--- src/sv/sdspi_pkg.sv ---
// Types, codes and helpers shared by the SD card SPI host sequencer.
`timescale 1ns / 1ps
package sdspi_pkg;

    // Request and event codes carried in action
    localparam logic [2:0] ACT_INIT  = 3'd0;
    localparam logic [2:0] ACT_READ  = 3'd1;
    localparam logic [2:0] ACT_WRITE = 3'd2;
    localparam logic [2:0] ACT_BYTE  = 3'd3;
    localparam logic [2:0] ACT_TICK  = 3'd4;

    // Configuration register indexes
    localparam logic [2:0] CFG_READY_TO   = 3'd0;
    localparam logic [2:0] CFG_WBUSY_TO   = 3'd1;
    localparam logic [2:0] CFG_OPCOND_TO  = 3'd2;
    localparam logic [2:0] CFG_RETRY_GAP  = 3'd3;
    localparam logic [2:0] CFG_RESP_TRIES = 3'd4;
    localparam int unsigned CFG_DATA_W    = 13;

    // Completion status codes
    localparam logic [3:0] ST_OK        = 4'd0;
    localparam logic [3:0] ST_RESET     = 4'd1;
    localparam logic [3:0] ST_VOLTAGE   = 4'd2;
    localparam logic [3:0] ST_OPCOND    = 4'd3;
    localparam logic [3:0] ST_NO_CARD   = 4'd4;
    localparam logic [3:0] ST_REJECTED  = 4'd5;
    localparam logic [3:0] ST_TOKEN_TO  = 4'd6;
    localparam logic [3:0] ST_BAD_TOKEN = 4'd7;
    localparam logic [3:0] ST_WR_REJECT = 4'd8;
    localparam logic [3:0] ST_BUSY_TO   = 4'd9;

    // Card types
    localparam logic [1:0] CARD_NONE = 2'd0;
    localparam logic [1:0] CARD_SD1  = 2'd1;
    localparam logic [1:0] CARD_SD2  = 2'd2;
    localparam logic [1:0] CARD_HC   = 2'd3;

    // Command numbers
    localparam logic [5:0] CMD_GO_IDLE  = 6'd0;
    localparam logic [5:0] CMD_IF_COND  = 6'd8;
    localparam logic [5:0] CMD_SEND_CSD = 6'd9;
    localparam logic [5:0] CMD_RD_BLOCK = 6'd17;
    localparam logic [5:0] CMD_WR_BLOCK = 6'd24;
    localparam logic [5:0] CMD_OP_COND  = 6'd41;
    localparam logic [5:0] CMD_APP      = 6'd55;
    localparam logic [5:0] CMD_READ_OCR = 6'd58;

    // Protocol bytes and limits
    localparam logic [7:0]  BYTE_IDLE    = 8'hFF;
    localparam logic [7:0]  TOKEN_START  = 8'hFE;
    localparam logic [7:0]  DRESP_MASK   = 8'h1F;
    localparam logic [7:0]  DRESP_OK     = 8'h05;
    localparam logic [31:0] IF_COND_ARG  = 32'h0000_01AA;
    localparam logic [31:0] HCS_ARG      = 32'h4000_0000;
    localparam logic [9:0]  BLOCK_BYTES  = 10'd512;
    localparam logic [9:0]  CSD_BYTES    = 10'd16;
    localparam logic [12:0] MS_MAX       = 13'd8191;
    localparam logic [13:0] OP_MAX       = 14'd16383;

    typedef enum logic [3:0] {
        PH_IDLE, PH_IDLECLK, PH_WAITRDY, PH_FRAME, PH_R1, PH_RESP4, PH_RELEASE,
        PH_GAP, PH_TOKEN, PH_RDATA, PH_PREWAIT, PH_WTOKEN, PH_WDATA, PH_WTAIL, PH_BUSY
    } phase_t;

    typedef enum logic [2:0] {
        GO_FINISH, GO_CMD8, GO_ACMD_FIRST, GO_OPCHECK, GO_CSD, GO_CSDDONE, GO_INITOK
    } go_t;

    typedef struct packed {
        logic [2:0]  action;
        logic [31:0] block_address;
        logic [7:0]  rx_byte;
        logic [7:0]  write_byte;
    } in_t;

    typedef struct packed {
        logic        tx_valid;
        logic [7:0]  tx_byte;
        logic        chip_select_n;
        logic        fast_clock;
        logic        read_valid;
        logic [7:0]  read_byte;
        logic        need_write_byte;
        logic        done_res;
        logic [3:0]  status;
        logic [1:0]  card_type;
        logic [31:0] sector_count;
        logic        busy_res;
    } out_t;

    // Build a six-byte command frame with its fixed CRC
    function automatic logic [47:0] make_frame(input logic [5:0] cmd, input logic [31:0] arg);
        logic [7:0] crc;
        crc = (cmd == CMD_GO_IDLE) ? 8'h95 : (cmd == CMD_IF_COND) ? 8'h87 : 8'h01;
        return {2'b01, cmd, arg, crc};
    endfunction

endpackage

--- src/sv/sd_card_spi_host_sequencer_unit.sv ---
// SD card SPI-mode host sequencer: one registered step per input beat.
//
// Usage: each input beat on in_valid/in_ready is a host request (init, read,
// write), a finished SPI byte exchange carrying the received byte, or a 1 ms
// tick. Each accepted beat yields exactly one output beat on out_valid/
// out_ready, giving the next byte to exchange, chip select, clock speed,
// read data, write-data request and completion status.
// The output beat appears in the cycle after its input beat is taken; a new
// beat is taken every cycle while the output register can drain, so throughput
// is one beat per cycle. The step logic lies between the state registers and the output register.
// The output register holds one result; while it is full and out_ready is
// low, in_ready drops, and it rises again in the cycle the result is taken.
// Reset (rst_n low) empties the output register, returns the sequencer to
// idle with no card detected, chip select high and slow clock, and loads
// the configuration registers with their default timeouts.
// Configuration writes on cfg_write/cfg_index/cfg_data take effect at once
// and should only be made while no request is in progress.
`timescale 1ns / 1ps
module sd_card_spi_host_sequencer_unit #(
    parameter int unsigned IDLE_CLOCK_BYTES = 10
) (
    input  logic                                clk,
    input  logic                                rst_n,
    input  logic                                in_valid,
    output logic                                in_ready,
    input  sdspi_pkg::in_t                      in_data,
    output logic                                out_valid,
    input  logic                                out_ready,
    output sdspi_pkg::out_t                     out_data,
    input  logic                                cfg_write,
    input  logic [2:0]                          cfg_index,
    input  logic [sdspi_pkg::CFG_DATA_W-1:0]    cfg_data
);
    import sdspi_pkg::*;

    localparam logic [9:0] IDLE_LIMIT = 10'(IDLE_CLOCK_BYTES + 1);

    // Configuration
    logic [11:0] ready_to_reg, wbusy_to_reg;
    logic [12:0] opcond_to_reg;
    logic [7:0]  gap_reg;
    logic [3:0]  tries_reg;

    // Sequencer state
    phase_t      phase_reg, phase_next;
    go_t         go_reg, go_next;
    logic [9:0]  bc_reg, bc_next;
    logic [12:0] ms_reg, ms_next;
    logic [13:0] op_reg, op_next;
    logic [3:0]  tc_reg, tc_next;
    logic [47:0] frame_reg, frame_next;
    logic        v2_reg, v2_next;
    logic [1:0]  dtype_reg, dtype_next;
    logic [31:0] sectors_reg, sectors_next;
    logic        cs_n_reg, cs_n_next;
    logic        fast_reg, fast_next;
    logic [3:0]  hold_reg, hold_next;
    logic        r1_zero_reg, r1_zero_next;
    logic [7:0]  regb_reg [16];

    // Output register
    logic        out_valid_reg;
    out_t        out_reg, out_next;

    // Step-local signals
    logic        accept;
    logic        rb_we;
    logic [3:0]  rb_idx;
    logic        do_cmd;
    logic [5:0]  cmd_sel;
    logic [31:0] arg_sel;
    logic        done;
    logic [3:0]  stat;
    logic        rv;
    logic [7:0]  r1;
    logic        r1_hit;
    logic [5:0]  cmd_cur;
    logic        is_csd;
    logic [9:0]  bc_inc;
    logic [3:0]  tc_inc;
    logic [12:0] ms_inc;
    logic [31:0] csd_sectors;
    logic [44:0] cap;
    logic [4:0]  shamt;
    logic [12:0] cs_v0;
    logic [21:0] cs_v1;
    logic [31:0] cs_v1_plus;

    assign accept    = in_valid && in_ready;
    assign in_ready  = !out_valid_reg || out_ready;
    assign out_valid = out_valid_reg;
    assign out_data  = out_reg;
    assign cmd_cur   = frame_reg[45:40];
    assign is_csd    = (cmd_cur == CMD_SEND_CSD);
    assign bc_inc    = bc_reg + 10'd1;
    assign tc_inc    = tc_reg + 4'd1;
    assign ms_inc    = (ms_reg < MS_MAX) ? ms_reg + 13'd1 : ms_reg;

    // Work out capacity from the stored CSD
    always_comb
    begin
        cs_v0      = {regb_reg[6][1:0], regb_reg[7], regb_reg[8][7:6]};
        shamt      = 5'({regb_reg[9][1:0], regb_reg[10][7]}) + 5'd2 + 5'(regb_reg[5][3:0]);
        cap        = 45'(cs_v0 + 13'd1) << shamt;
        cs_v1      = {regb_reg[7][5:0], regb_reg[8], regb_reg[9]};
        cs_v1_plus = 32'(cs_v1) + 32'd1;
        case (regb_reg[0][7:6])
            2'd0:    csd_sectors = cap[40:9];
            2'd1:    csd_sectors = {cs_v1_plus[21:0], 10'd0};
            default: csd_sectors = sectors_reg;
        endcase
    end

    // Next state for one step
    always_comb
    begin
        phase_next   = phase_reg;
        go_next      = go_reg;
        bc_next      = bc_reg;
        ms_next      = ms_reg;
        op_next      = op_reg;
        tc_next      = tc_reg;
        frame_next   = frame_reg;
        v2_next      = v2_reg;
        dtype_next   = dtype_reg;
        sectors_next = sectors_reg;
        cs_n_next    = cs_n_reg;
        fast_next    = fast_reg;
        hold_next    = hold_reg;
        r1_zero_next = r1_zero_reg;
        rb_we        = 1'b0;
        rb_idx       = 4'd0;
        do_cmd       = 1'b0;
        cmd_sel      = CMD_GO_IDLE;
        arg_sel      = 32'd0;
        done         = 1'b0;
        stat         = ST_OK;
        rv           = 1'b0;
        r1           = BYTE_IDLE;
        r1_hit       = 1'b0;

        if (in_data.action <= ACT_WRITE && phase_reg == PH_IDLE) begin
            // Start a request
            if (in_data.action == ACT_INIT) begin
                dtype_next   = CARD_NONE;
                sectors_next = 32'd0;
                v2_next      = 1'b0;
                fast_next    = 1'b0;
                cs_n_next    = 1'b1;
                phase_next   = PH_IDLECLK;
                bc_next      = 10'd0;
            end else if (dtype_reg == CARD_NONE) begin
                done = 1'b1;
                stat = ST_NO_CARD;
            end else begin
                do_cmd  = 1'b1;
                cmd_sel = (in_data.action == ACT_READ) ? CMD_RD_BLOCK : CMD_WR_BLOCK;
                arg_sel = (dtype_reg == CARD_HC) ? in_data.block_address
                                                 : {in_data.block_address[22:0], 9'd0};
            end
        end else if (in_data.action == ACT_BYTE) begin
            // Advance on a completed exchange
            case (phase_reg)
                PH_IDLECLK:
                begin
                    bc_next = bc_inc;
                    if (bc_inc >= IDLE_LIMIT) begin
                        do_cmd  = 1'b1;
                        cmd_sel = CMD_GO_IDLE;
                    end
                end
                PH_PREWAIT:
                begin
                    if (in_data.rx_byte == BYTE_IDLE) begin
                        phase_next = PH_WAITRDY;
                        ms_next    = 13'd0;
                    end else if (ms_reg > 13'(ready_to_reg)) begin
                        phase_next = PH_RELEASE; cs_n_next = 1'b1;
                        go_next = GO_FINISH; hold_next = ST_BUSY_TO;
                    end
                end
                PH_WAITRDY:
                begin
                    if (in_data.rx_byte == BYTE_IDLE || ms_reg > 13'(ready_to_reg)) begin
                        phase_next = PH_FRAME;
                        bc_next    = 10'd0;
                    end
                end
                PH_FRAME:
                begin
                    bc_next = bc_inc;
                    if (bc_inc >= 10'd6) begin
                        phase_next = PH_R1;
                        tc_next    = 4'd0;
                    end
                end
                PH_R1:
                begin
                    if (!in_data.rx_byte[7]) begin
                        r1     = in_data.rx_byte;
                        r1_hit = 1'b1;
                    end else begin
                        tc_next = tc_inc;
                        if (tc_inc == 4'd0 || tc_inc >= tries_reg) begin
                            r1_hit = 1'b1;
                        end
                    end
                end
                PH_RESP4:
                begin
                    rb_we   = 1'b1;
                    rb_idx  = {2'b00, bc_reg[1:0]};
                    bc_next = bc_inc;
                    if (bc_inc >= 10'd4) begin
                        phase_next = PH_RELEASE;
                        cs_n_next  = 1'b1;
                        hold_next  = ST_OK;
                        if (cmd_cur == CMD_IF_COND) begin
                            if (regb_reg[2][3:0] == 4'd1 && in_data.rx_byte == 8'hAA) begin
                                v2_next = 1'b1;
                                go_next = GO_ACMD_FIRST;
                            end else begin
                                go_next   = GO_FINISH;
                                hold_next = ST_VOLTAGE;
                            end
                        end else begin
                            dtype_next = regb_reg[0][6] ? CARD_HC : CARD_SD2;
                            go_next    = GO_CSD;
                        end
                    end
                end
                PH_RELEASE:
                begin
                    case (go_reg)
                        GO_CMD8:
                        begin
                            do_cmd = 1'b1; cmd_sel = CMD_IF_COND; arg_sel = IF_COND_ARG;
                        end
                        GO_ACMD_FIRST:
                        begin
                            op_next = 14'd0; do_cmd = 1'b1; cmd_sel = CMD_APP;
                        end
                        GO_OPCHECK:
                        begin
                            if (r1_zero_reg) begin
                                do_cmd = 1'b1;
                                if (v2_reg) begin
                                    cmd_sel = CMD_READ_OCR;
                                end else begin
                                    dtype_next = CARD_SD1;
                                    cmd_sel    = CMD_SEND_CSD;
                                end
                            end else if (op_reg > 14'(opcond_to_reg)) begin
                                phase_next = PH_IDLE; done = 1'b1; stat = ST_OPCOND;
                            end else if (gap_reg == 8'd0) begin
                                do_cmd = 1'b1; cmd_sel = CMD_APP;
                            end else begin
                                phase_next = PH_GAP; ms_next = 13'd0;
                            end
                        end
                        GO_CSD:
                        begin
                            do_cmd = 1'b1; cmd_sel = CMD_SEND_CSD;
                        end
                        GO_CSDDONE:
                        begin
                            sectors_next = csd_sectors;
                            fast_next = 1'b1; phase_next = PH_IDLE; done = 1'b1;
                        end
                        GO_INITOK:
                        begin
                            fast_next = 1'b1; phase_next = PH_IDLE; done = 1'b1;
                        end
                        default:
                        begin
                            phase_next = PH_IDLE; done = 1'b1; stat = hold_reg;
                        end
                    endcase
                end
                PH_TOKEN:
                begin
                    if (ms_reg > 13'(ready_to_reg)) begin
                        phase_next = PH_RELEASE; cs_n_next = 1'b1;
                        go_next   = is_csd ? GO_INITOK : GO_FINISH;
                        hold_next = is_csd ? ST_OK : ST_TOKEN_TO;
                    end else if (in_data.rx_byte == TOKEN_START) begin
                        phase_next = PH_RDATA; bc_next = 10'd0;
                    end else if (in_data.rx_byte != BYTE_IDLE) begin
                        phase_next = PH_RELEASE; cs_n_next = 1'b1;
                        go_next   = is_csd ? GO_INITOK : GO_FINISH;
                        hold_next = is_csd ? ST_OK : ST_BAD_TOKEN;
                    end
                end
                PH_RDATA:
                begin
                    if (is_csd) begin
                        if (bc_reg < CSD_BYTES) begin
                            rb_we  = 1'b1;
                            rb_idx = bc_reg[3:0];
                        end
                    end else if (bc_reg < BLOCK_BYTES) begin
                        rv = 1'b1;
                    end
                    bc_next = bc_inc;
                    if (bc_inc >= (is_csd ? CSD_BYTES + 10'd2 : BLOCK_BYTES + 10'd2)) begin
                        phase_next = PH_RELEASE; cs_n_next = 1'b1;
                        go_next = is_csd ? GO_CSDDONE : GO_FINISH; hold_next = ST_OK;
                    end
                end
                PH_WTOKEN:
                begin
                    phase_next = PH_WDATA; bc_next = 10'd0;
                end
                PH_WDATA:
                begin
                    bc_next = bc_inc;
                    if (bc_inc >= BLOCK_BYTES) begin
                        phase_next = PH_WTAIL; bc_next = 10'd0;
                    end
                end
                PH_WTAIL:
                begin
                    bc_next = bc_inc;
                    if (bc_inc >= 10'd3) begin
                        if ((in_data.rx_byte & DRESP_MASK) != DRESP_OK) begin
                            phase_next = PH_RELEASE; cs_n_next = 1'b1;
                            go_next = GO_FINISH; hold_next = ST_WR_REJECT;
                        end else begin
                            phase_next = PH_BUSY; ms_next = 13'd0;
                        end
                    end
                end
                PH_BUSY:
                begin
                    if (in_data.rx_byte == BYTE_IDLE) begin
                        phase_next = PH_RELEASE; cs_n_next = 1'b1;
                        go_next = GO_FINISH; hold_next = ST_OK;
                    end else if (ms_reg > 13'(wbusy_to_reg)) begin
                        phase_next = PH_RELEASE; cs_n_next = 1'b1;
                        go_next = GO_FINISH; hold_next = ST_BUSY_TO;
                    end
                end
                default:
                begin
                end
            endcase
        end else if (in_data.action == ACT_TICK) begin
            // Count a millisecond
            ms_next = ms_inc;
            op_next = (op_reg < OP_MAX) ? op_reg + 14'd1 : op_reg;
            if (phase_reg == PH_GAP && ms_inc >= 13'(gap_reg)) begin
                do_cmd = 1'b1; cmd_sel = CMD_APP;
            end
        end

        // Act on an R1 response
        if (r1_hit) begin
            case (cmd_cur)
                CMD_GO_IDLE:
                begin
                    phase_next = PH_RELEASE; cs_n_next = 1'b1;
                    go_next   = (r1 == 8'd1) ? GO_CMD8 : GO_FINISH;
                    hold_next = (r1 == 8'd1) ? ST_OK : ST_RESET;
                end
                CMD_IF_COND:
                begin
                    if (r1 == 8'd1) begin
                        phase_next = PH_RESP4; bc_next = 10'd0;
                    end else begin
                        v2_next = 1'b0; phase_next = PH_RELEASE; cs_n_next = 1'b1;
                        go_next = GO_ACMD_FIRST; hold_next = ST_OK;
                    end
                end
                CMD_APP:
                begin
                    do_cmd = 1'b1; cmd_sel = CMD_OP_COND;
                    arg_sel = v2_reg ? HCS_ARG : 32'd0;
                end
                CMD_OP_COND:
                begin
                    r1_zero_next = (r1 == 8'd0);
                    phase_next = PH_RELEASE; cs_n_next = 1'b1;
                    go_next = GO_OPCHECK; hold_next = ST_OK;
                end
                CMD_READ_OCR:
                begin
                    if (r1 == 8'd0) begin
                        phase_next = PH_RESP4; bc_next = 10'd0;
                    end else begin
                        dtype_next = CARD_SD2; phase_next = PH_RELEASE; cs_n_next = 1'b1;
                        go_next = GO_CSD; hold_next = ST_OK;
                    end
                end
                CMD_SEND_CSD:
                begin
                    if (r1 == 8'd0) begin
                        phase_next = PH_TOKEN; ms_next = 13'd0;
                    end else begin
                        phase_next = PH_RELEASE; cs_n_next = 1'b1;
                        go_next = GO_INITOK; hold_next = ST_OK;
                    end
                end
                CMD_RD_BLOCK:
                begin
                    if (r1 == 8'd0) begin
                        phase_next = PH_TOKEN; ms_next = 13'd0;
                    end else begin
                        phase_next = PH_RELEASE; cs_n_next = 1'b1;
                        go_next = GO_FINISH; hold_next = ST_REJECTED;
                    end
                end
                CMD_WR_BLOCK:
                begin
                    if (r1 == 8'd0) begin
                        phase_next = PH_WTOKEN;
                    end else begin
                        phase_next = PH_RELEASE; cs_n_next = 1'b1;
                        go_next = GO_FINISH; hold_next = ST_REJECTED;
                    end
                end
                default:
                begin
                    phase_next = PH_RELEASE; cs_n_next = 1'b1;
                    go_next = GO_FINISH; hold_next = ST_REJECTED;
                end
            endcase
        end

        // Launch a command: select the card and wait for ready
        if (do_cmd) begin
            frame_next = make_frame(cmd_sel, arg_sel);
            cs_n_next  = 1'b0;
            ms_next    = 13'd0;
            bc_next    = 10'd0;
            phase_next = (cmd_sel == CMD_WR_BLOCK && in_data.action == ACT_WRITE)
                         ? PH_PREWAIT : PH_WAITRDY;
        end
    end

    // Result for one step, from the state after it
    always_comb
    begin
        out_next.tx_valid        = (phase_next != PH_IDLE) && (phase_next != PH_GAP);
        out_next.need_write_byte = (phase_next == PH_WDATA);
        out_next.tx_byte         = BYTE_IDLE;
        if (phase_next == PH_FRAME && bc_next < 10'd6) begin
            case (bc_next[2:0])
                3'd0:    out_next.tx_byte = frame_next[47:40];
                3'd1:    out_next.tx_byte = frame_next[39:32];
                3'd2:    out_next.tx_byte = frame_next[31:24];
                3'd3:    out_next.tx_byte = frame_next[23:16];
                3'd4:    out_next.tx_byte = frame_next[15:8];
                default: out_next.tx_byte = frame_next[7:0];
            endcase
        end else if (phase_next == PH_WTOKEN) begin
            out_next.tx_byte = TOKEN_START;
        end
        out_next.chip_select_n = cs_n_next;
        out_next.fast_clock    = fast_next;
        out_next.read_valid    = rv;
        out_next.read_byte     = rv ? in_data.rx_byte : 8'd0;
        out_next.done_res      = done;
        out_next.status        = done ? stat : ST_OK;
        out_next.card_type     = dtype_next;
        out_next.sector_count  = sectors_next;
        out_next.busy_res      = (phase_next != PH_IDLE);
    end

    // Hold configuration
    always_ff @(posedge clk or negedge rst_n)
    begin
        if (!rst_n) begin
            ready_to_reg  <= 12'd500;
            wbusy_to_reg  <= 12'd1000;
            opcond_to_reg <= 13'd2000;
            gap_reg       <= 8'd10;
            tries_reg     <= 4'd8;
        end else if (cfg_write) begin
            case (cfg_index)
                CFG_READY_TO:   ready_to_reg  <= cfg_data[11:0];
                CFG_WBUSY_TO:   wbusy_to_reg  <= cfg_data[11:0];
                CFG_OPCOND_TO:  opcond_to_reg <= cfg_data[12:0];
                CFG_RETRY_GAP:  gap_reg       <= cfg_data[7:0];
                CFG_RESP_TRIES: tries_reg     <= cfg_data[3:0];
                default:
                begin
                end
            endcase
        end
    end

    // Advance sequencer state on each accepted beat
    always_ff @(posedge clk or negedge rst_n)
    begin
        if (!rst_n) begin
            phase_reg   <= PH_IDLE;
            go_reg      <= GO_FINISH;
            bc_reg      <= 10'd0;
            ms_reg      <= 13'd0;
            op_reg      <= 14'd0;
            tc_reg      <= 4'd0;
            frame_reg   <= 48'd0;
            v2_reg      <= 1'b0;
            dtype_reg   <= CARD_NONE;
            sectors_reg <= 32'd0;
            cs_n_reg    <= 1'b1;
            fast_reg    <= 1'b0;
            hold_reg    <= ST_OK;
            r1_zero_reg <= 1'b0;
        end else if (accept) begin
            phase_reg   <= phase_next;
            go_reg      <= go_next;
            bc_reg      <= bc_next;
            ms_reg      <= ms_next;
            op_reg      <= op_next;
            tc_reg      <= tc_next;
            frame_reg   <= frame_next;
            v2_reg      <= v2_next;
            dtype_reg   <= dtype_next;
            sectors_reg <= sectors_next;
            cs_n_reg    <= cs_n_next;
            fast_reg    <= fast_next;
            hold_reg    <= hold_next;
            r1_zero_reg <= r1_zero_next;
        end
    end

    // Store response and CSD bytes
    always_ff @(posedge clk)
    begin
        if (accept && rb_we) begin
            regb_reg[rb_idx] <= in_data.rx_byte;
        end
    end

    // Drop or refill the output register
    always_ff @(posedge clk or negedge rst_n)
    begin
        if (!rst_n) begin
            out_valid_reg <= 1'b0;
        end else if (accept) begin
            out_valid_reg <= 1'b1;
        end else if (out_ready) begin
            out_valid_reg <= 1'b0;
        end
    end

    always_ff @(posedge clk)
    begin
        if (accept) begin
            out_reg <= out_next;
        end
    end

`ifndef SYNTHESIS
    a_idle_no_tx: assert property (@(posedge clk) disable iff (!rst_n)
        out_valid_reg && !out_reg.busy_res |-> !out_reg.tx_valid)
        else $error("exchange requested while idle");
    a_write_fill: assert property (@(posedge clk) disable iff (!rst_n)
        out_valid_reg && out_reg.need_write_byte |-> out_reg.tx_byte == BYTE_IDLE)
        else $error("command byte during write data");
    a_done_idle: assert property (@(posedge clk) disable iff (!rst_n)
        out_valid_reg && out_reg.done_res |-> !out_reg.busy_res)
        else $error("request done but still busy");
    a_read_busy: assert property (@(posedge clk) disable iff (!rst_n)
        out_valid_reg && out_reg.read_valid |-> out_reg.busy_res && !out_reg.chip_select_n)
        else $error("read data outside a selected transfer");
    a_idle_deselect: assert property (@(posedge clk) disable iff (!rst_n)
        phase_reg == PH_IDLE |-> cs_n_reg)
        else $error("card left selected while idle");
`endif

endmodule

--- config.mk ---
export PLATFORM = sky130hd
export DESIGN_NAME = sd_card_spi_host_sequencer_unit
export DESIGN_NICKNAME = d
export VERILOG_FILES = /design/src/sv/sdspi_pkg.sv /design/src/sv/sd_card_spi_host_sequencer_unit.sv
export SDC_FILE = /design/constraint.sdc
export NUM_CORES = 1
export LEC_CHECK = 0
export BUFFER_PORTS_ARGS = -buffer_cell sky130_fd_sc_hd__buf_2
export CORE_UTILIZATION = 45
export DETAILED_ROUTE_END_ITERATION = 8
export MAX_ROUTING_LAYER = met4
export SLEW_MARGIN = 10
export SYNTH_ARGS = -nofsm -noshare
export SYNTH_HDL_FRONTEND = slang
export SYNTH_SLANG_ARGS = --single-unit
--- constraint.sdc ---
create_clock -name clk -period 5.85 [get_ports clk]
set_clock_uncertainty 0.2 [all_clocks]
set_input_delay 0.585 -clock clk [delete_from_list [all_inputs] [get_ports clk]]
set_output_delay 0.585 -clock clk [all_outputs]
set_load 0.05 [all_outputs]
==> out/summary.txt <==
Status: finished clean
Clk buf depth: 3
Core area: 39900 µm²
CTS tree: done
Synth area leader: dfrtp_1
Vias/cell: 6.06
Tightest Hold Check Type: in2reg
Syn_area_per_cell: 8.71 µm²
Unrepaired setup endpoints after global routing: false
Fmax: 0.193 GHz
Period Utilization, post-route: 88.4%
Initial Utilization: 45.7%
Maxcap violations: 0
Hold slack: 59.6 ps
Post-Syn Nets: 2234
Dominant cell by count in the synthesized netlist: nand2_1
Tmin final: 5170 ps
Pin count of the biggest net entering global routing: 110
Setup tns final: 0 ps
Root Buffer Master: clkbuf_16
First-pass GRT wire length: 90700 µm
Main synth FF type: dfrtp_1
Synthesized cell area: 18300 µm²
Setup CP Type: reg2reg
Ys async rst share: 65.7%
Drt first-iter violations: 1384
Layout cells sized above 1: 13.7%
Synth Instances: 2096
Final ANT Viol Nets: 0
Dpl cell area: 19300 µm²
NumNets Final: 2313
Worst-path clk slew: 60 ps
Pleak: 8.39 nW
Worst-Margin Slew: 1130 ps
GRT overflow: 0
Seq/Total Area, Yosys: 42.0%
H-tree Lvls: 2
Post-synth cell types: 97
Site row count: 73
Post-synth top cells: nand2_1 (354), o21ai_0 (183), dfrtp_1 (166), a21oi_1 (150), nor2_1 (148)
Final Hold Fails: 0
Vias: 16500
Ports: 135
Synth-to-layout area growth: 12.2%
Post-CTS setup buffer count: 0
Top cells by area, synth: dfrtp_1 (23%), edfxtp_1 (16%), nand2_1 (7.3%)
Vias in the first global route: 15800
Total GRT Usage: 29.2%
Startpoint Class: register
Flops & latches, synth: 286
Ant. Diodes: 0
Die Wd: 203 µm
Critical path arrival: 5270 ps
Syn. warnings: 0
Max-slew violations: 0
Pre-Repair DR Iteration Count: 6
Num CTS Buffers: 34
Post-synth EDFFs: 98
Power Density: 285 nW/µm²
CP max FO: 9
Post-route DRC: 0
Die area: 41400 µm²
WL/cell: 21.4 µm
HPWL Detailed: 42900 µm
GP Congestion: 0.969
CP Capture Type: register
Initial antenna violation count: 1
Final WL: 58400 µm
Die height: 203 µm
Post-synth top area share: 22.8%
Max FFs per register: 61
Fin area: 20500 µm²
PortBufs: 126
Worst Path Required: 5950 ps
Peak VDD IR: 0.158 mV
# setup viols final: 0
Skew-Pair Late Insertion Delay: 550 ps
CTS sink cnt: 286
Relative slew slack: 24.0%
critical path, cell delays in order (launching register included):
cell      delay (ps)
dfrtp_1          510
nand3_1          210
nor4_2           450
nand3_1          200
and2_0           310
nand3_1          150
xnor2_1          170
ha_1             320
a211oi_1         220
a31oi_1          130
nor4_1           350
a41oi_1          330
a21oi_1          350
nor3b_1          460
a22oi_1          210
nor4_1           250
o21ai_1          100
power by group:
| part | total (mW) | switching [mW] | leakage, nW | internal (mW) |
|---|---|---|---|---|
| clock | 2.19 | 0.865 | 0.555 | 1.32 |
| combinational | 1.23 | 0.828 | 4.49 | 0.401 |
| sequential | 2.42 | 0.152 | 3.34 | 2.27 |
| total | 5.84 | 1.85 | 8.39 | 3.99 |
placed cells by master (no fill, tap or decap), types with 23 or more instances in the layout:
cell and instances:
a31oi_1 23, dfrtp_1 166, a22o_1 32, nand2_1 353, edfxtp_1 98, ha_1 65, xnor2_1 29, inv_1 80
a21oi_1 150, nor2_1 148, xor2_1 32, buf_2 125, nor3_1 39, clkbuf_16 35, o22ai_1 27, buf_4 36
nand3_1 59, mux2_2 25, and3_1 26, nand4_1 28, o21ai_0 182
logic make-up (layout without fill, tap and decap cells):
| group | count (synthesis) | in the layout | share of synthesized area [%] |
|---|---|---|---|
| simple gates | 823 | 823 | 21.7 |
| compound gates | 612 | 612 | 21.4 |
| flops | 286 | 286 | 42.0 |
| buf+inv | 203 | 305 | 4.50 |
| fa+ha+maj | 66 | 66 | 4.56 |
| xor+xnor | 61 | 61 | 2.93 |
| mux | 45 | 45 | 2.91 |
metrics by stage:
stage / setup slack (ps) / instances / power, mW / utilization [%]
after floorplan: 1500 / 2096 / 3.27 / -
after CTS: 688 / 2723 / 5.87 / 51.3
after global routing: 262 / 2723 / 6.10 / 51.3
after detailed placement: 721 / 2663 / 3.67 / 48.5
after global placement: 840 / 2663 / 3.65 / 48.5
final: 681 / 2723 / 5.84 / 51.3
worst paths after layout:
path	slack, ps	endpoint	cells after the start	start
min in group asynchronous	440	op_reg[8]	2	rst_n
hold reg to reg	270	frame_reg[46]	1	frame_reg[46]
setup reg to reg	680	out_data[52]	16	ms_reg[9]
hold / removal	60	out_valid	2	in_valid
max in group asynchronous	3930	sectors_reg[21]	3	rst_n
setup / recovery	680	out_data[52]	16	ms_reg[9]
repair_timing:
| item | CTS | global route |
|---|---|---|
| gates resized for setup | 0 | 0 |
| hold buffers | 1 | 0 |
| endpoints found under the hold margin | 57 | 0 |
routing by layer:
metal  GRT usage, %  share of wire, %
met1           38.8                44
met2           46.2                47
met3           3.15               5.7
met4           10.2               3.3
met5              -                 0
layout make-up:
class,instances,area (µm²)
well taps,525,657
multi-input cells,1607,9780
inverters,82,310
clock inverters,14,174
repair buffers,164,940
clock buffers,45,953
fillers,3788,19400
flip-flops and latches,286,7670
No activity file was read; power rests on OpenSTA's default activity.
